**config.mk**
```make
export PLATFORM = sky130hd
export DESIGN_NAME = c_like_token_scanner_top
export DESIGN_NICKNAME = d
export VERILOG_FILES = /design/src/sv/cts_pkg.sv /design/src/sv/c_like_token_scanner_top.sv
export SDC_FILE = /design/constraint.sdc
export NUM_CORES = 1
export LEC_CHECK = 0
export ABC_AREA = 1
export BUFFER_PORTS_ARGS = -buffer_cell sky130_fd_sc_hd__buf_2
export CAP_MARGIN = 5
export CORE_ASPECT_RATIO = 1.25
export CORE_MARGIN = 3
export CORE_UTILIZATION = 40
export DETAILED_ROUTE_END_ITERATION = 8
export GPL_TIMING_DRIVEN = 0
export PLACE_DENSITY_LB_ADDON = 0.05
export SETUP_SLACK_MARGIN = 0.4
export SYNTH_ARGS = -nofsm -noshare
export SYNTH_HDL_FRONTEND = slang
export SYNTH_SLANG_ARGS = --single-unit
```
**constraint.sdc**
```tcl
create_clock -name clk_i -period 4.3 [get_ports clk_i]
set_clock_uncertainty 0.2 [all_clocks]
set_input_delay 0.86 -clock clk_i [delete_from_list [all_inputs] [get_ports clk_i]]
set_output_delay 0.86 -clock clk_i [all_outputs]
set_load 0.02 [all_outputs]
```
**src/sv/cts_pkg.sv**
```systemverilog
// Shared types, codes and lookup functions for the C-like token scanner.
package cts_pkg;

  // Default parameter values
  localparam int TOKEN_LEN_MAX_DEF = 255;
  localparam int KEYWORD_CHARS_DEF = 6;

  // Longest keyword body
  localparam int KW_CHARS = 6;
  localparam int KW_COUNT = 13;

  // Scan mode codes
  localparam logic [2:0] M_IDLE       = 3'd0;
  localparam logic [2:0] M_IDENT      = 3'd1;
  localparam logic [2:0] M_NUMBER     = 3'd2;
  localparam logic [2:0] M_STRING     = 3'd3;
  localparam logic [2:0] M_CHAR_OPEN  = 3'd4;
  localparam logic [2:0] M_CHAR_ESC   = 3'd5;
  localparam logic [2:0] M_CHAR_CLOSE = 3'd6;
  localparam logic [2:0] M_SYMBOL     = 3'd7;

  // Token kind codes
  localparam logic [5:0] KIND_NONE   = 6'd0;
  localparam logic [5:0] KIND_IDENT  = 6'd13;
  localparam logic [5:0] KIND_NUMBER = 6'd14;
  localparam logic [5:0] KIND_CHAR   = 6'd15;
  localparam logic [5:0] KIND_STRING = 6'd16;
  localparam logic [5:0] KIND_OP_LE  = 6'd32;
  localparam logic [5:0] KIND_OP_GE  = 6'd33;
  localparam logic [5:0] KIND_OP_EQ  = 6'd34;
  localparam logic [5:0] KIND_OP_NE  = 6'd35;

  // Error causes
  localparam logic CAUSE_UNMATCHED = 1'b0;
  localparam logic CAUSE_INVALID   = 1'b1;

  // Character codes
  localparam logic [7:0] CH_CR     = 8'h0D;
  localparam logic [7:0] CH_LF     = 8'h0A;
  localparam logic [7:0] CH_QUOTE  = 8'h27;
  localparam logic [7:0] CH_DQUOTE = 8'h22;
  localparam logic [7:0] CH_BSLASH = 8'h5C;
  localparam logic [7:0] CH_BANG   = 8'h21;
  localparam logic [7:0] CH_LT     = 8'h3C;
  localparam logic [7:0] CH_GT     = 8'h3E;
  localparam logic [7:0] CH_EQ     = 8'h3D;
  localparam logic [7:0] CH_PLUS   = 8'h2B;
  localparam logic [7:0] CH_MINUS  = 8'h2D;
  localparam logic [7:0] CH_STAR   = 8'h2A;
  localparam logic [7:0] CH_SLASH  = 8'h2F;

  // Keyword bodies, first character in the lowest byte, zero padded
  localparam logic [KW_CHARS-1:0][7:0] KW_TEXT [KW_COUNT] = '{
    48'h00_74_73_6E_6F_63,  // const
    48'h00_00_00_74_6E_69,  // int
    48'h00_00_72_61_68_63,  // char
    48'h00_00_64_69_6F_76,  // void
    48'h00_00_6E_69_61_6D,  // main
    48'h00_00_00_00_66_69,  // if
    48'h00_00_65_73_6C_65,  // else
    48'h00_00_00_00_6F_64,  // do
    48'h00_65_6C_69_68_77,  // while
    48'h00_00_00_72_6F_66,  // for
    48'h00_66_6E_61_63_73,  // scanf
    48'h66_74_6E_69_72_70,  // printf
    48'h6E_72_75_74_65_72   // return
  };
  localparam logic [7:0] KW_LEN [KW_COUNT] = '{
    8'd5, 8'd3, 8'd4, 8'd4, 8'd4, 8'd2, 8'd4, 8'd2, 8'd5, 8'd3, 8'd5, 8'd6, 8'd6
  };

  // One result record
  typedef struct packed {
    logic [5:0]  kind;
    logic        err;
    logic        cause;
    logic [7:0]  len;
    logic [15:0] line;
    logic        last;
  } res_t;

  function automatic logic is_letter(input logic [7:0] b);
    return (b >= 8'h61 && b <= 8'h7A) || (b >= 8'h41 && b <= 8'h5A) || b == 8'h5F;
  endfunction

  function automatic logic is_digit(input logic [7:0] b);
    return b >= 8'h30 && b <= 8'h39;
  endfunction

  // Single-character operator lookup: {hit, kind}
  function automatic logic [6:0] op_single(input logic [7:0] b);
    logic [6:0] r;
    case (b)
      8'h2B:   r = {1'b1, 6'd17};
      8'h2D:   r = {1'b1, 6'd18};
      8'h2A:   r = {1'b1, 6'd19};
      8'h2F:   r = {1'b1, 6'd20};
      8'h3C:   r = {1'b1, 6'd21};
      8'h3E:   r = {1'b1, 6'd22};
      8'h3D:   r = {1'b1, 6'd23};
      8'h3B:   r = {1'b1, 6'd24};
      8'h2C:   r = {1'b1, 6'd25};
      8'h28:   r = {1'b1, 6'd26};
      8'h29:   r = {1'b1, 6'd27};
      8'h5B:   r = {1'b1, 6'd28};
      8'h5D:   r = {1'b1, 6'd29};
      8'h7B:   r = {1'b1, 6'd30};
      8'h7D:   r = {1'b1, 6'd31};
      default: r = {1'b0, KIND_NONE};
    endcase
    return r;
  endfunction

  // Keyword or identifier kind of a finished word
  function automatic logic [5:0] word_kind(input logic [KW_CHARS-1:0][7:0] p,
                                           input logic [7:0] held,
                                           input logic ovf);
    logic [5:0] kind;
    logic       hit;
    kind = KIND_IDENT;
    for (int k = KW_COUNT - 1; k >= 0; k--) begin
      hit = !ovf && (held == KW_LEN[k]);
      for (int i = 0; i < KW_CHARS; i++) begin
        if (8'(i) < KW_LEN[k] && p[i] != KW_TEXT[k][i]) hit = 1'b0;
      end
      if (hit) kind = 6'(k);
    end
    return kind;
  endfunction

  function automatic res_t mk_res(input logic [5:0] kind, input logic err,
                                  input logic cause, input logic [7:0] len,
                                  input logic [15:0] line);
    res_t r;
    r.kind  = kind;
    r.err   = err;
    r.cause = cause;
    r.len   = len;
    r.line  = line;
    r.last  = 1'b0;
    return r;
  endfunction

endpackage

```
**src/sv/c_like_token_scanner_top.sv**
```systemverilog
// Top level of the C-like token scanner: byte stream in, token records out.
//
// The scanner takes one source byte per cycle while the output buffer has room.
// Each byte is scanned in the cycle it is accepted and its results (zero to
// three token or error records) are loaded into a three-entry output buffer
// that drains one record per cycle while m_axis_tready is high. A byte that
// causes at most one record therefore keeps the input at one byte per cycle;
// a byte that causes more records holds off the next byte while the output
// buffer drains, and any output stall adds to that. Line numbers count CR,
// LF and CR LF line ends and saturate at 65535; token lengths saturate at
// min(TokenLenMax, 255). No clearing pass is needed after reset.
module c_like_token_scanner_top
  import cts_pkg::*;
#(
  parameter int TokenLenMax  = TOKEN_LEN_MAX_DEF,
  parameter int KeywordChars = KEYWORD_CHARS_DEF
) (
  input  logic        clk_i,
  input  logic        rst_ni,
  input  logic        s_axis_tvalid,
  output logic        s_axis_tready,
  input  logic [7:0]  s_axis_tdata,   // [7:0] text_byte
  input  logic        s_axis_tlast,   // end_of_text
  output logic        m_axis_tvalid,
  input  logic        m_axis_tready,
  output logic [31:0] m_axis_tdata,   // [5:0] token_kind, [13:6] token_length,
                                      // [29:14] line_number, [31:30] zero
  output logic [1:0]  m_axis_tuser,   // [0] is_error, [1] error_cause
  output logic        m_axis_tlast    // last_result
);

  localparam int LenCap = (TokenLenMax < 255) ? TokenLenMax : 255;
  localparam int PidxW  = (KeywordChars > 1) ? $clog2(KeywordChars) : 1;

  // Scanner state
  logic [2:0]  mode_q, mode_d;
  logic [7:0]  held_q, held_d;
  logic        ovf_q, ovf_d;
  logic        bs_q, bs_d;
  logic [15:0] line_q, line_d;
  logic        acr_q, acr_d;
  logic [7:0]  prefix_q [KeywordChars];

  // Prefix write port
  logic             pre_we;
  logic [PidxW-1:0] pre_idx;

  // Results of the current byte
  res_t       res [3];
  logic [1:0] n;

  // Output buffer
  res_t       buf_q [3];
  logic [1:0] cnt_q;

  logic [7:0] b;
  logic       eot, accept, pop;
  logic       do_flush, do_start, do_clear, do_add, fin, unm, inc;
  logic [6:0] op;
  logic [6:0] held_op;
  logic [5:0] sym_kind;
  logic       char_ok;
  logic [KW_CHARS-1:0][7:0] kw_p;

  assign b      = s_axis_tdata;
  assign eot    = s_axis_tlast;
  assign pop    = m_axis_tvalid && m_axis_tready;
  assign s_axis_tready = (cnt_q == 2'd0) || (cnt_q == 2'd1 && m_axis_tready);
  assign accept = s_axis_tvalid && s_axis_tready;

  // Gather the keyword-width view of the prefix
  always_comb begin
    for (int i = 0; i < KW_CHARS; i++) kw_p[i] = prefix_q[i];
  end

  assign op      = op_single(b);
  assign held_op = op_single(prefix_q[0]);

  // Two-character operator kind from the held first character
  always_comb begin
    if (prefix_q[0] == CH_LT)      sym_kind = KIND_OP_LE;
    else if (prefix_q[0] == CH_GT) sym_kind = KIND_OP_GE;
    else if (prefix_q[0] == CH_EQ) sym_kind = KIND_OP_EQ;
    else                           sym_kind = KIND_OP_NE;
  end

  assign char_ok = (held_q == 8'd1) &&
                   (prefix_q[0] == CH_PLUS || prefix_q[0] == CH_MINUS ||
                    prefix_q[0] == CH_STAR || prefix_q[0] == CH_SLASH ||
                    is_letter(prefix_q[0]) || is_digit(prefix_q[0]));

  // Scan one byte: next state and up to three records
  always_comb begin
    mode_d   = mode_q;
    held_d   = held_q;
    ovf_d    = ovf_q;
    bs_d     = bs_q;
    line_d   = line_q;
    acr_d    = acr_q;
    pre_we   = 1'b0;
    pre_idx  = '0;
    n        = 2'd0;
    do_flush = 1'b0;
    do_start = 1'b0;
    do_clear = 1'b0;
    do_add   = 1'b0;
    fin      = 1'b0;
    unm      = 1'b0;
    inc      = 1'b0;
    for (int i = 0; i < 3; i++) res[i] = '0;

    // Decide what this byte does
    if (eot) begin
      do_flush = 1'b1;
      acr_d    = 1'b0;
    end else if (b == CH_CR) begin
      do_flush = 1'b1;
      inc      = 1'b1;
      acr_d    = 1'b1;
    end else if (b == CH_LF) begin
      if (acr_q) begin
        acr_d = 1'b0;
      end else begin
        do_flush = 1'b1;
        inc      = 1'b1;
      end
    end else begin
      acr_d = 1'b0;
      unique case (mode_q)
        M_IDENT: begin
          if (is_letter(b) || is_digit(b)) do_add = 1'b1;
          else begin
            do_flush = 1'b1;
            do_start = 1'b1;
          end
        end
        M_NUMBER: begin
          if (is_digit(b)) do_add = 1'b1;
          else begin
            do_flush = 1'b1;
            do_start = 1'b1;
          end
        end
        M_STRING: begin
          if (b == CH_DQUOTE && !bs_q) begin
            res[n]   = mk_res(KIND_STRING, 1'b0, 1'b0, held_q, line_q);
            n        = n + 2'd1;
            do_clear = 1'b1;
          end else begin
            do_add = 1'b1;
            bs_d   = (b == CH_BSLASH);
          end
        end
        M_CHAR_OPEN: begin
          do_add = 1'b1;
          mode_d = (b == CH_BSLASH) ? M_CHAR_ESC : M_CHAR_CLOSE;
        end
        M_CHAR_ESC: begin
          do_add = 1'b1;
          mode_d = M_CHAR_CLOSE;
        end
        M_CHAR_CLOSE: begin
          fin      = 1'b1;
          unm      = (b != CH_QUOTE);
          do_clear = 1'b1;
        end
        M_SYMBOL: begin
          if (b == CH_EQ) begin
            res[n]   = mk_res(sym_kind, 1'b0, 1'b0, 8'd2, line_q);
            n        = n + 2'd1;
            do_clear = 1'b1;
          end else begin
            do_flush = 1'b1;
            do_start = 1'b1;
          end
        end
        default: do_start = 1'b1;
      endcase
    end

    // Flush the pending token
    if (do_flush) begin
      do_clear = 1'b1;
      unique case (mode_q) inside
        M_IDENT: begin
          res[n] = mk_res(word_kind(kw_p, held_q, ovf_q), 1'b0, 1'b0, held_q, line_q);
          n      = n + 2'd1;
        end
        M_NUMBER: begin
          res[n] = mk_res(KIND_NUMBER, 1'b0, 1'b0, held_q, line_q);
          n      = n + 2'd1;
        end
        M_STRING: begin
          res[n] = mk_res(KIND_STRING, 1'b0, 1'b0, held_q, line_q);
          n      = n + 2'd1;
        end
        M_SYMBOL: begin
          if (held_op[6])
            res[n] = mk_res(held_op[5:0], 1'b0, 1'b0, 8'd1, line_q);
          else
            res[n] = mk_res(KIND_NONE, 1'b1, CAUSE_INVALID, 8'd0, line_q);
          n = n + 2'd1;
        end
        M_CHAR_OPEN, M_CHAR_ESC, M_CHAR_CLOSE: begin
          fin = 1'b1;
          unm = 1'b1;
        end
        default: ;
      endcase
    end

    // Finish a character constant
    if (fin) begin
      if (unm) begin
        res[n] = mk_res(KIND_NONE, 1'b1, CAUSE_UNMATCHED, 8'd0, line_q);
        n      = n + 2'd1;
      end
      if (!char_ok) begin
        res[n] = mk_res(KIND_NONE, 1'b1, CAUSE_INVALID, 8'd0, line_q);
        n      = n + 2'd1;
      end
      res[n] = mk_res(KIND_CHAR, 1'b0, 1'b0, held_q, line_q);
      n      = n + 2'd1;
    end

    // Drop the body and return to idle
    if (do_clear) begin
      mode_d = M_IDLE;
      held_d = 8'd0;
      ovf_d  = 1'b0;
      bs_d   = 1'b0;
    end

    // Append the byte to the body
    if (do_add) begin
      if (held_q < 8'(KeywordChars)) begin
        pre_we  = 1'b1;
        pre_idx = held_q[PidxW-1:0];
      end
      if (held_q < 8'(LenCap)) held_d = held_q + 8'd1;
      else                     ovf_d  = 1'b1;
    end

    // Scan the byte from idle
    if (do_start) begin
      held_d = 8'd0;
      ovf_d  = 1'b0;
      bs_d   = 1'b0;
      mode_d = M_IDLE;
      if (is_letter(b) || is_digit(b) || b == CH_BANG || b == CH_LT ||
          b == CH_GT || b == CH_EQ) begin
        mode_d  = is_letter(b) ? M_IDENT : is_digit(b) ? M_NUMBER : M_SYMBOL;
        held_d  = 8'd1;
        pre_we  = 1'b1;
        pre_idx = '0;
      end else if (b == CH_QUOTE) begin
        mode_d = M_CHAR_OPEN;
      end else if (b == CH_DQUOTE) begin
        mode_d = M_STRING;
      end else if (op[6]) begin
        res[n] = mk_res(op[5:0], 1'b0, 1'b0, 8'd1, line_q);
        n      = n + 2'd1;
      end
    end

    // Advance the line counter
    if (inc && line_q != 16'hFFFF) line_d = line_q + 16'd1;

    // Mark the final record of this byte
    for (int i = 0; i < 3; i++) res[i].last = (n != 2'd0) && (2'(i) == n - 2'd1);
  end

  // State registers
  always_ff @(posedge clk_i or negedge rst_ni) begin
    if (!rst_ni) begin
      mode_q <= M_IDLE;
      held_q <= 8'd0;
      ovf_q  <= 1'b0;
      bs_q   <= 1'b0;
      line_q <= 16'd1;
      acr_q  <= 1'b0;
    end else if (accept) begin
      mode_q <= mode_d;
      held_q <= held_d;
      ovf_q  <= ovf_d;
      bs_q   <= bs_d;
      line_q <= line_d;
      acr_q  <= acr_d;
    end
  end

  // Body prefix store
  always_ff @(posedge clk_i) begin
    if (accept && pre_we) prefix_q[pre_idx] <= b;
  end

  // Output buffer: load on accept, shift on pop
  always_ff @(posedge clk_i or negedge rst_ni) begin
    if (!rst_ni) begin
      cnt_q <= 2'd0;
    end else if (accept) begin
      cnt_q <= n;
    end else if (pop) begin
      cnt_q <= cnt_q - 2'd1;
    end
  end

  always_ff @(posedge clk_i) begin
    if (accept) begin
      buf_q <= res;
    end else if (pop) begin
      buf_q[0] <= buf_q[1];
      buf_q[1] <= buf_q[2];
    end
  end

  assign m_axis_tvalid = (cnt_q != 2'd0);
  assign m_axis_tdata  = {2'b00, buf_q[0].line, buf_q[0].len, buf_q[0].kind};
  assign m_axis_tuser  = {buf_q[0].cause, buf_q[0].err};
  assign m_axis_tlast  = buf_q[0].last;

endmodule

```
Word-level counts from Yosys, hierarchy flattened
Memories as Yosys holds them, arrays and structs flattened.
Index checks and enable logic that the tools add are counted.
Word-level totals
  bits in registers: 131
  bits in latches: 0
  RAM bits: 48
  ROM bits: 0
  output and inout port bits: 37
  word-level logic and storage cells: 460
  memories: 1
Memory list
  prefix_q: depth 6, width 8, read ports 6, clocked after memory_dff 0, wr ports 1, line c_like_token_scanner_top.sv:42  | logic [7:0] prefix_q [KeywordChars];
Operators by class
  $add $sub $neg: 9
  multipliers: 0
  div/mod/pow operators: 0
  magnitude comparators: 24
  equal/unequal tests: 99
  shift operators: 0
  multiplexer cells: 240
  bitwise operators: 5
  reduce and logical (&&, ||, !) cells: 57
Operators by type and width (number)
  99-bit two-way mux: 12
  99-bit bitwise mux: 9
  99-bit one-hot mux with 4 select lines: 1
  33-bit demux with 2-bit select: 5
  8-bit by 7-bit != test with 1-bit output, second input constant: 39
  33-bit two-way mux: 9
  7-bit one-hot mux with 15 select lines: 2
  8-bit by 6-bit == test with 1-bit output, second input constant: 25
  1-bit two-way mux: 140
  66-bit two-way mux: 2
  6-bit two-way mux: 16
  8-bit by 7-bit == test with 1-bit output, second input constant: 11
  33-bit one-hot mux with 2 select lines: 1
  3-bit two-way mux: 13
  2-bit two-way mux: 19
  8-bit by 7-bit >= comparator with 1-bit output, second input constant: 4
  8-bit by 7-bit <= comparator with 1-bit output, second input constant: 4
  32-bit two-way mux: 1
  8-bit two-way mux: 4
  1-bit logical AND: 26
  8-bit by 3-bit == test with 1-bit output, second input constant: 3
  16-bit by 1-bit adder with 16-bit output, second input constant: 1
  8-bit by 2-bit == test with 1-bit output, second input constant: 2
  8-bit by 4-bit == test with 1-bit output, second input constant: 2
  37 further kinds: 83

Depth between registers and ports, before layout
Gate-level depths: netlist of the first run.
  word-level depth: 44
  gate-level depth with buffers: 31

Worst setup path after synthesis of the first run
Ideal clock, no wire load.
  path kind: input port to flip-flop
  start: in s_axis_tdata[6]
  end: reg buf_q[37] in the netlist's numbering (data pin)
  arrival: 4627 ps
  data required time: 3830 ps
  setup slack: -798 ps
  stages: 27
  path buffers: 1
  cell sequence: nor2_2 nand2_1 nor2_1 nor2_2 nand2_2 nor2_1 nor2_1 inv_1 ha_1 nand2_1 nand2_1 ha_1 o21ai_0 inv_1 ha_1 nand2_1 o21ai_0 ha_1 o21a_4 ha_1 nand2_4 nand2_2 nor2_1 nand2_1 inv_2 buf_6 o31ai_2
Between the ends
  cells in the longest elaborated chain, start to end: 31
  elaborated cells between the ends (all ways): 132
Ends and longest elaborated chain
  start: declaration: line c_like_token_scanner_top.sv:22  | input logic [7:0] s_axis_tdata,
  8-bit by 7-bit >= comparator with 1-bit output (tied with other cells): line cts_pkg.sv:83  | return (b >= 8'h61 && b <= 8'h7A) || (b >= 8'h41 && b <= 8'h5A) || b == 8'h5F;
  1-bit logical AND (on tied branches): line cts_pkg.sv:83, c_like_token_scanner_top.sv:145
  1-bit logical OR or 1-bit two-way mux (tied branches): line cts_pkg.sv:83, c_like_token_scanner_top.sv:145
  1-bit logical OR or 1-bit one-hot mux with 2 select lines (tied branches): line cts_pkg.sv:83, c_like_token_scanner_top.sv:129
  1-bit logical OR or 2-bit two-way mux (tied branches): line c_like_token_scanner_top.sv:131, c_like_token_scanner_top.sv:250, c_like_token_scanner_top.sv:120
  1-bit two-way mux or 2-bit two-way mux (tied branches): line c_like_token_scanner_top.sv:131, c_like_token_scanner_top.sv:116
  1-bit one-hot mux with 3 select lines or 2-bit two-way mux (tied branches): line c_like_token_scanner_top.sv:129, c_like_token_scanner_top.sv:113
  1-bit two-way mux or 2-bit inverter with 3-bit output (tied branches)
  (+15 left out)
  33-bit demux with 2-bit select or 99-bit two-way mux (tied branches): line c_like_token_scanner_top.sv:261, c_like_token_scanner_top.sv:213
  99-bit bitwise mux: line c_like_token_scanner_top.sv:261  | res[n] = mk_res(op[5:0], 1'b0, 1'b0, 8'd1, line_q);
  99-bit two-way mux: line c_like_token_scanner_top.sv:260  | end else if (op[6]) begin
  99-bit two-way mux: line c_like_token_scanner_top.sv:258  | end else if (b == CH_DQUOTE) begin
  99-bit two-way mux: line c_like_token_scanner_top.sv:256  | end else if (b == CH_QUOTE) begin
  99-bit two-way mux: line c_like_token_scanner_top.sv:250  | if (is_letter(b) || is_digit(b) || b == CH_BANG || b == CH_LT ||
  99-bit two-way mux *: line c_like_token_scanner_top.sv:245  | if (do_start) begin
  66-bit two-way mux *: line c_like_token_scanner_top.sv:309  | if (accept) begin
  end signal: assignment: line c_like_token_scanner_top.sv:310  | buf_q <= res;
  end: declaration: line c_like_token_scanner_top.sv:53  | res_t buf_q [3];
Mark *: on every way between the ends. The rest lies on a longest branch, timed or not. The select of a mux whose other input is x is not followed.
A chain may end at the register's enable or synchronous reset.

Worst setup path after layout of the first run
  start: in s_axis_tdata[6]
  end: reg buf_q[42] in the netlist's numbering (data pin)
Same word-level chain as after synthesis.

==> impl_metrics.json, run 1 <==
{
  "status": "complete, but fails checks",
  "violations": "setup timing",
  "fp.dieArea_sq_um": 27050,
  "clk_latency_ns": 0.45,
  "path_buf_inv": 7,
  "clock_path_buffers": 2,
  "hold_viol": 0,
  "synthFlopType": "edfxtp_1",
  "crit_type": "in -> reg",
  "cp_top_family": "simple AND/OR/NAND/NOR gates",
  "setup_viol": 82,
  "worst_pin_slew_ns": 1.178,
  "antenna_found_initial": 0,
  "wl_mm": 29.26,
  "area_growth_pct": 25.67,
  "p_comb_share_pct": 50.5,
  "startpoint": "s_axis_tdata[6]",
  "remaining_drc_errors": 0,
  "r2r-start": "mode_q[1]$_DFFE_PN0P_",
  "synth-async-reset-ratio_pct": 18.08,
  "diodes": 0,
  "finalCritPeriodShare_pct": 106.0,
  "seqPwrFrac_pct": 31.2,
  "synth_top_cell_by_area": "edfxtp_1",
  "grt_usage_pct": 22.34,
  "cts_num_sinks": 177,
  "ir_drop_uv": 504.9,
  "yosys_warnings": 0,
  "synth.most_common_cell": "nand2_1",
  "rows": 64,
  "worstSetupEndpoint": "buf_q[42]$_DFFE_PP_",
  "vias": 8263,
  "postCtsHoldBufs": 0,
  "core_sq_um": 24580,
  "viasPerCell": 5.145,
  "fin_nets": 1296,
  "slew_viol_final": 0,
  "grt_pass1_vias": 8466,
  "hold_slack_ns": 0.3127,
  "p_sw_share_pct": 41.98,
  "cp.depth": 30,
  "intPower_w": 0.004902,
  "post-route-util_pct": 51.33,
  "synth_top_area_share_pct": 43.36,
  "fin_crit_ns": 4.559,
  "grt_max_degree": 62,
  "crit_top_cell": "nor2_4",
  "avgRoutedWirePerCell_um": 18.22,
  "power.density_nw_per_um2": 669.5,
  "io_buffers": 47,
  "clockPowerShare_pct": 18.3,
  "p_switching_w": 0.003546,
  "synth.avg_cell_area_sq_um": 8.792,
  "synthTopCellsByCount": "nand2_1, edfxtp_1, inv_1",
  "dieHeight_um": 183.1,
  "num_io_pins": 50,
  "rsz0062_at_grt": "true",
  "drtIter0Drc": 517,
  "total_power_w": 0.008448,
  "yosysUniqueCellTypes": 54,
  "grt_pass1_wl_mm": 46.38,
  "syn_inst": 1142,
  "start_util_pct": 40.84,
  "place.gp.congestion": 0.9254,
  "cp_max_fo": 7,
  "dp_hpwl_mm": 21.47,
  "cts_root_buf": "clkbuf_16",
  "synthesis.area_sq_um": 10040,
  "worstReg2RegEnd": "buf_q[42]$_DFFE_PP_",
  "synth_area_leaders": "edfxtp_1, nand2_1, dfrtp_1",
  "crit_slowest_cell": "ha_4",
  "numCtsBuffers": 17,
  "cts.clk_slew.worst_paths_ns": 0.08,
  "cts_max_level": 4,
  "rrSetupSlack_ns": -0.15,
  "grt_overflow": 0,
  "die_w_um": 147.7,
  "arrival_ns": 4.53,
  "required_ns": 4.27,
  "drtPass1Iterations": 5,
  "ys_ff_latch": 177,
  "final.setup.worst_slack_ns": -0.2589,
  "cp-start-kind": "input pin",
  "max_clock_freq_mhz": 219.4,
  "maxCapViolations": 0,
  "synth_edf_count": 145,
  "endpoint_kind": "flip-flop",
  "drive_above_1_share_pct": 27.27,
  "reg2regPathDepth": 26,
  "cp_slowest_stage_delay_ns": 0.26,
  "ant_nets": 0,
  "synth-seq-area-share_pct": 51.35,
  "slew_headroom_pct": 21.44,
  "cts_tree": "done",
  "hold_path.class": "reg -> reg",
  "p_leak_nw": 5.298
}
logic make-up after synthesis:
group	after synthesis	synth area share [%]
DFF	177	51.35
AOI/OAI and AO/OA	148	9.383
adders and majority gates	20	2.492
and+or+nand+nor	563	25.53
other	1	0.03735
buffers and inverters	214	9.545
xor gates and xnor gates	19	1.657
routing by layer:
metal / vias to the layer above / GRT usage [%] / routed length, um
met5: - / 0 / 0
met4: 0 / 9.288 / 1056
met3: 51 / 3.114 / 721
met2: 145 / 41.70 / 15650
met1: 3979 / 25.53 / 11830
li1: 4088 / - / -
worst min-delay path by stage:
stage,to,from,depth (start not counted)
floorplan,line_q[9]$_DFFE_PN0P_,line_q[9]$_DFFE_PN0P_,1
global placement,line_q[9]$_DFFE_PN0P_,line_q[9]$_DFFE_PN0P_,1
detailed placement,line_q[9]$_DFFE_PN0P_,line_q[9]$_DFFE_PN0P_,1
CTS,line_q[9]$_DFFE_PN0P_,line_q[9]$_DFFE_PN0P_,1
global route,line_q[9]$_DFFE_PN0P_,line_q[9]$_DFFE_PN0P_,1
finish,line_q[9]$_DFFE_PN0P_,line_q[9]$_DFFE_PN0P_,1
power by group through the flow:
| stage | Sequential [W] | Combinational, W | Clock, W |
|---|---|---|---|
| final | 0.00264 | 0.00427 | 0.00155 |
| after global routing | 0.00268 | 0.00466 | 0.00165 |
| after CTS | 0.00264 | 0.00404 | 0.00158 |
| after detailed placement | 0.00267 | 0.00335 | 0 |
| after global placement | 0.00268 | 0.00332 | 0 |
| after floorplan | 0.00264 | 0.00238 | 0 |
layout make-up:
class	instances	area [sq um]
fillers	2368	11970
flip-flops and latches	177	5156
multi-input cells	752	4591
repair buffers	101	848.3
inverters	158	618.1
clock buffers	17	425.4
well taps	330	412.9
plain buffers	56	400.4
clock inverters	15	166.4
per-stage QoR:
stage | setup TNS [ns] | instances | setup WS [ns] | instance area [sq um]
final | -14.53 | 1606 | -0.2589 | 12620
after detailed placement | -108.90 | 1522 | -1.494 | 10920
after CTS | -16.03 | 1591 | -0.2937 | 12230
after floorplan | -15.05 | 1143 | -0.3198 | 10230
after global placement | -107.91 | 1520 | -1.510 | 10870
after global routing | -30.57 | 1606 | -0.4486 | 12620
cells in the final DEF, fill, tap and decap left out, types with 19 or more instances in the layout:
| cell | Yosys | final |
|---|---|---|
| xor2_1 | 19 | 19 |
| nand3_1 | 80 | 78 |
| nand2_2 | 12 | 22 |
| inv_1 | 142 | 132 |
| nand2_1 | 226 | 206 |
| nand4_1 | 26 | 26 |
| nor4_1 | 19 | 19 |
| a21oi_1 | 33 | 32 |
| o21ai_2 | 3 | 22 |
| edfxtp_1 | 145 | 145 |
| nor2_1 | 133 | 105 |
| buf_2 | 5 | 42 |
| o21ai_0 | 61 | 33 |
| buf_6 | 2 | 20 |
| nor2_2 | 11 | 19 |
| nor2_4 | 0 | 20 |
| nor3_1 | 30 | 26 |
| buf_4 | 35 | 68 |
| dfrtp_1 | 31 | 31 |
registers in the layout, indices dropped and copies added, names as in the netlist, 2 cells and up:
| name | flops |
|---|---|
| buf_q | 64 |
| cnt_q | 2 |
| held_q | 8 |
| line_q | 16 |
| m_axis_tdata | 30 |
| m_axis_tuser | 2 |
| mode_q | 3 |
| prefix_q | 48 |
worst register-to-register path: stages, from the launching register on:
cell and delay, ns:
dfrtp_1 0.36, buf_2 0.17, nor3_2 0.46, nand4_1 0.20
nand2_1 0.13, nand2_2 0.10, nand2_4 0.14, inv_2 0.07
nor2_4 0.12, inv_2 0.07, ha_4 0.22, o21ai_4 0.14
inv_2 0.07, ha_4 0.26, nand2_2 0.05, o21ai_2 0.08
ha_1 0.26, o21a_4 0.23, ha_4 0.18, nand2_8 0.08
nand2_4 0.06, nor2_4 0.09, nand2_4 0.07, inv_4 0.08
buf_6 0.10, buf_12 0.12, o31ai_4 0.08
timing repair:
item,in CTS,in global routing
hold endpoints to repair,0,0
gates resized for setup,123,61
gates cloned,3,0
endpoints found under the setup margin,106,108
setup buffers,34,15
pin swaps,42,36
Power figures use the tool's default switching activity.
==> run 2, diff against run 1 <==
- clock period: 4.3 -> 4.9 ns (I/O delays scaled with it)
==> run 2 against run 1 <==
Net effect:
- count of clock-buffer cells in the layout grew 1
- highest routed layer unchanged
- combinational power shrank 8.9%
- setup slack gained 0.55 ns
- flip-flop and latch count is the same
- the run now ends clean
- utilization grew 0.24 points
==> impl_metrics.json, run 2 (synthesis gave the netlist of run 1 again) <==
{
  "cts_num_sinks": 177,
  "numCtsBuffers": 17,
  "grt_usage_pct": 22.20,
  "cp_slowest_stage_delay_ns": 0.28,
  "core_sq_um": 24580,
  "crit_top_cell": "ha_4",
  "final_cell_mix": "nand2_1, edfxtp_1, inv_1",
  "rsz0062_at_grt": "true",
  "ant_nets": 0,
  "rows": 64,
  "cts_root_buf": "clkbuf_16",
  "place.gp.congestion": 0.9115,
  "reg2regPathDepth": 27,
  "grt_max_degree": 65,
  "final_common_cell": "nand2_1",
  "viasPerCell": 5.201,
  "diodes": 0,
  "cp_max_fo": 7,
  "cp-start-kind": "input pin",
  "worstSetupEndpoint": "m_axis_tdata[6]$_DFFE_PP_",
  "dp_hpwl_mm": 21.53,
  "arrival_ns": 4.61,
  "largest_register": "buf_q",
  "slew_headroom_pct": 9.559,
  "placed_area_sq_um": 10900,
  "rrSetupSlack_ns": 0.52,
  "antenna_found_initial": 0,
  "hold_viol": 0,
  "start_util_pct": 40.84,
  "required_ns": 4.90,
  "crit_slowest_cell": "ha_4",
  "fin_crit_ns": 4.605,
  "cts.clk_slew.worst_paths_ns": 0.07,
  "vias": 8300,
  "power.density_nw_per_um2": 598.4,
  "endpoint_kind": "flip-flop",
  "die_w_um": 147.7,
  "worst_pin_slew_ns": 1.346,
  "maxCapViolations": 0,
  "io_buffers": 47,
  "area_growth_pct": 26.26,
  "seq_area_sq_um": 5156,
  "status": "finished clean",
  "crit_type": "in -> reg",
  "drtPass1Iterations": 5,
  "fin_nets": 1286,
  "grt_pass1_vias": 8284,
  "hold_slack_ns": 0.3149,
  "final_cell_area_sq_um": 12680,
  "multi_input_area_sq_um": 4763,
  "finalCritPeriodShare_pct": 93.98,
  "fillers": 2340,
  "stdcell_count": 1596,
  "clock_path_buffers": 2,
  "holdPathStages": 2,
  "ir_drop_uv": 576.4,
  "dp.cells": 1522,
  "setup_viol": 0,
  "p_leak_nw": 5.244,
  "drtIter0Drc": 476,
  "clk_latency_ns": 0.45,
  "max_clock_freq_mhz": 217.1,
  "num_io_pins": 50,
  "slew_viol_final": 0,
  "wl_mm": 29.52,
  "hold_path.class": "reg -> reg",
  "grt_overflow": 0,
  "grt_pass1_wl_mm": 45.91,
  "r2r-start": "mode_q[1]$_DFFE_PN0P_",
  "drive_above_1_share_pct": 27.65,
  "avgRoutedWirePerCell_um": 18.49,
  "path_buf_inv": 6,
  "largest_register_ffs": 64,
  "total_power_w": 0.007585,
  "cp_top_family": "simple AND/OR/NAND/NOR gates",
  "startpoint": "s_axis_tdata[6]",
  "dieHeight_um": 183.1,
  "cts_tree": "done",
  "remaining_drc_errors": 0,
  "fp.dieArea_sq_um": 27050,
  "cp.depth": 28,
  "worstReg2RegEnd": "m_axis_tdata[6]$_DFFE_PP_",
  "cts_max_level": 4
}
run 2: changes by cell type in the layout (fill, tap and decap cells not counted), moves of 7 or more:
cell,change
nand3_1,-15
nand3_2,+13
nand2_1,-12
nor2_1,+11
o21ai_2,-9
buf_6,-8
nor2_2,-8
nand2_2,+7
run 2: power by group:
part           switching, W  internal (W)
registers          0.000143       0.00217
clock network      0.000675      0.000704
logic               0.00240       0.00149
total               0.00322       0.00437
run 2: through the flow:
stage	util [%]	worst slack, ns	setup TNS, ns
floorplan	-	0.1602	0
global placement	44.17	-1.051	-61.26
detailed placement	44.34	-1.038	-61.13
CTS	48.95	0.1928	0
global route	51.57	0.1563	0
finish	51.57	0.2947	0
run 2: worst min path at each step:
stage / startpoint / endpoint / slack, ns
finish: buf_q[49]$_DFFE_PP_ / m_axis_tdata[29]$_DFFE_PP_ / 0.31
global route: buf_q[41]$_DFFE_PP_ / m_axis_tdata[21]$_DFFE_PP_ / 0.34
CTS: line_q[9]$_DFFE_PN0P_ / line_q[9]$_DFFE_PN0P_ / 0.31
detailed placement: line_q[9]$_DFFE_PN0P_ / line_q[9]$_DFFE_PN0P_ / 0.29
global placement: line_q[9]$_DFFE_PN0P_ / line_q[9]$_DFFE_PN0P_ / 0.29
floorplan: line_q[9]$_DFFE_PN0P_ / line_q[9]$_DFFE_PN0P_ / 0.26
run 2: final cells by class:
class,instances,area share (%)
Clock inverter,14,1.125
Sequential cell,177,40.67
Buffer,56,3.040
Timing Repair Buffer,91,5.902
Clock buffer,18,3.553
Inverter,158,4.876
Multi-Input combinational cell,752,37.57
Tap cell,330,3.257
run 2: what timing repair did:
| action | CTS | global route |
|---|---|---|
| hold endpoints to repair | 0 | 0 |
| setup endpoints to repair | 95 | 87 |
| resized for setup | 92 | 120 |
| hold buffers | 0 | 0 |
| setup buffers | 23 | 16 |
| gates cloned | 2 | 1 |
| pin swaps | 39 | 46 |
run 2: routing by layer:
metal  up-vias  global-route usage, %  routed length, um
li1       4067                      -                  -
met4         0                  8.131                896
met3        50                  3.164                759
met2       173                  41.53              15720
met1      4010                  25.71              12140
met5         -                      0                  0
run 2: worst reg2reg max path: stages, from the launching register on:
cell,delay [ns]
dfrtp_1,0.31
buf_2,0.18
nand2_1,0.12
nor2_1,0.25
inv_1,0.13
nor2_1,0.12
inv_1,0.07
nor2_4,0.13
nor2_4,0.06
inv_2,0.07
ha_4,0.20
nand2_2,0.05
nand2_2,0.07
ha_4,0.25
o21ai_4,0.14
inv_2,0.07
ha_4,0.28
nand2_4,0.05
o21ai_4,0.09
ha_4,0.22
o21a_4,0.23
ha_4,0.18
nand2_8,0.09
inv_8,0.04
nor2_4,0.20
o21ai_2,0.10
o22ai_2,0.17
inv_1,0.06
==> run 3, diff against run 2 <==
- ABC_AREA: 1 -> default
==> run 3 against run 2 <==
Net effect:
- the run now ends with setup timing left
- sequential share of layout area up 1.1 points
- setup slack got worse by 0.73 ns
- largest cell class unchanged
- largest power group unchanged
- critical path type unchanged
- die area grew 1.3%
- cell count down 11%
- clock power is essentially flat
- critical path depth fell by 2
- sequential power is 9.9% lower
- via count shrank 1.9%
- first-iteration DRC count is 53% higher
- count of clock-buffer cells in the layout down 1
- critical endpoint is now buf_q[15]$_DFFE_PP_
- combinational power down 44%
- utilization is 1.7 points lower
==> impl_metrics.json, run 3 <==
{
  "maxCapViolations": 0,
  "fin_nets": 1112,
  "rows": 64,
  "r2r-start": "mode_q[0]$_DFFE_PN0P_",
  "largest_register": "buf_q",
  "antenna_found_initial": 0,
  "cts_num_sinks": 177,
  "synth_top_cell_by_area": "edfxtp_1",
  "synth_top_area_share_pct": 42.77,
  "p_leak_nw": 4.680,
  "ys_ff_latch": 177,
  "slew_viol_final": 0,
  "grt_overflow": 0,
  "numCtsBuffers": 17,
  "die_w_um": 148.7,
  "hold_path.class": "reg -> reg",
  "worstReg2RegEnd": "buf_q[15]$_DFFE_PP_",
  "ir_drop_uv": 288.3,
  "avgRoutedWirePerCell_um": 21.09,
  "drtPass1Iterations": 6,
  "cp-start-kind": "input pin",
  "met1_usage_pct": 26.27,
  "reg2regPathDepth": 25,
  "ant_nets": 0,
  "io_buffers": 47,
  "synthesis.area_sq_um": 10180,
  "grt_usage_pct": 22.00,
  "grt_pass1_wl_mm": 46.28,
  "rsz0062_at_grt": "true",
  "grt-busiest-layer": "met2",
  "synth-async-reset-ratio_pct": 18.08,
  "max_clock_freq_mhz": 187.4,
  "vias": 8141,
  "synthTopCellsByCount": "edfxtp_1, nand2_1, nor2_1",
  "startpoint": "s_axis_tdata[2]",
  "grt_use_met3_pct": 3.542,
  "cts_max_level": 4,
  "cts_root_buf": "clkbuf_16",
  "crit_type": "in -> reg",
  "dieHeight_um": 184.4,
  "status": "complete, but fails checks",
  "yosys_warnings": 0,
  "finalCritPeriodShare_pct": 108.9,
  "final.setup.worst_slack_ns": -0.4372,
  "grt_max_degree": 44,
  "dp_hpwl_mm": 21.39,
  "synth.avg_cell_area_sq_um": 10.52,
  "clk_latency_ns": 0.45,
  "worstSetupEndpoint": "buf_q[15]$_DFFE_PP_",
  "grt_pass1_vias": 7971,
  "power.density_nw_per_um2": 460.5,
  "cts.clk_slew.worst_paths_ns": 0.08,
  "final_cell_mix": "edfxtp_1, nand2_1, buf_4",
  "remaining_drc_errors": 0,
  "dp.cells": 1349,
  "diodes": 0,
  "start_util_pct": 41.15,
  "drive_above_1_share_pct": 23.99,
  "synth_edf_count": 145,
  "placed_area_sq_um": 11060,
  "syn_inst": 968,
  "yosysUniqueCellTypes": 96,
  "dp_worst_setup_slack_ns": -1.458,
  "endpoint_kind": "flip-flop",
  "slew_headroom_pct": 38.13,
  "final_cell_area_sq_um": 12340,
  "required_ns": 4.90,
  "arrival_ns": 5.34,
  "hold_viol": 0,
  "cts_tree": "done",
  "largest_register_ffs": 64,
  "fp.dieArea_sq_um": 27410,
  "violations": "setup timing",
  "synth.most_common_cell": "edfxtp_1",
  "place.gp.congestion": 0.9508,
  "core_sq_um": 24740,
  "fin_crit_ns": 5.337,
  "rrSetupSlack_ns": -0.25,
  "setup_viol": 73,
  "drtIter0Drc": 729,
  "num_io_pins": 50,
  "wl_mm": 29.99,
  "met2_usage_pct": 40.03,
  "area_growth_pct": 21.19,
  "synthFlopType": "edfxtp_1",
  "viasPerCell": 5.725,
  "stdcell_count": 1422,
  "synth-seq-area-share_pct": 50.65,
  "worst_pin_slew_ns": 0.9156,
  "cp_max_fo": 9,
  "clock_path_buffers": 2,
  "synth_area_leaders": "edfxtp_1, dfrtp_1, nand2_1",
  "final_common_cell": "edfxtp_1"
}
run 3: worst min-delay path by stage:
| stage | endpoint | start | depth (start not counted) |
|---|---|---|---|
| global route | bs_q$_DFFE_PN0P_ | bs_q$_DFFE_PN0P_ | 1 |
| detailed placement | acr_q$_DFFE_PN0P_ | acr_q$_DFFE_PN0P_ | 2 |
| finish | bs_q$_DFFE_PN0P_ | bs_q$_DFFE_PN0P_ | 1 |
| CTS | acr_q$_DFFE_PN0P_ | acr_q$_DFFE_PN0P_ | 2 |
| global placement | bs_q$_DFFE_PN0P_ | bs_q$_DFFE_PN0P_ | 1 |
| floorplan | acr_q$_DFFE_PN0P_ | acr_q$_DFFE_PN0P_ | 2 |
run 3: power by group:
group          leakage, nW  switching [W]  total, W  internal [W]
logic                 2.55        0.00133   0.00218      0.000852
clock network        0.296       0.000714   0.00141      0.000694
registers             1.84       0.000103   0.00209       0.00199
run 3: final cells by class:
cell class / count / area, sq um
Clock inverter: 15 / 182.7
Inverter: 36 / 137.6
Tap cell: 330 / 412.9
Fill cell: 2287 / 12410
Clock buffer: 17 / 425.4
Multi-Input combinational cell: 665 / 4723
Timing Repair Buffer: 91 / 705.7
Sequential cell: 177 / 5156
Buffer: 91 / 594.3
run 3: cells by family after synthesis:
group / Yosys count / synth area share (%)
xor gates and xnor gates: 21 / 1.880
other: 1 / 0.03683
DFF: 177 / 50.65
muxes: 10 / 1.045
and+or+nand+nor: 387 / 21.49
AOI/OAI and AO/OA: 224 / 15.88
buffers and inverters: 127 / 6.464
adders and majority gates: 21 / 2.556
run 3: per-stage QoR:
stage               hold WS [ns]  utilization, %  total power, W  setup TNS, ns
finish                    0.2886           49.86        0.005682         -24.31
global route              0.3042           49.86        0.005978         -32.03
CTS                       0.2869           49.14        0.005665         -25.44
detailed placement        0.2705           44.70        0.004098        -107.78
global placement          0.2745           44.43        0.004075        -114.00
floorplan                 0.2398               -        0.003482         -30.19
run 3: what timing repair did:
item,4_1_cts,5_1_grt
setup endpoints to repair,98,92
setup buffers,29,9
hold buffers,0,0
pin swaps,17,12
resized for setup,70,24
gates cloned,2,0
run 3: per-layer routing:
| metal | vias to the layer above | part of all wire [%] |
|---|---|---|
| met5 | - | 0 |
| met2 | 212 | 52 |
| li1 | 3839 | - |
| met1 | 4035 | 41 |
| met4 | 0 | 2.9 |
| met3 | 55 | 3.9 |
run 3: critical path, cell delays in order:
cell and delay, ns:
buf_6 0.14, buf_8 0.14, and3b_2 0.22, o211a_1 0.27, nor3_4 0.23, or2_0 0.15, buf_4 0.13, ha_4 0.19
inv_2 0.05, a211oi_2 0.03, a211o_1 0.26, buf_6 0.14, ha_4 0.20, mux2_4 0.28, ha_4 0.22, mux2_4 0.28
ha_4 0.28, inv_4 0.04, a2bb2oi_4 0.16, inv_1 0.06, ha_2 0.18, and3_4 0.14, clkbuf_8 0.13, a21oi_4 0.22
buf_6 0.17, nor2_1 0.05
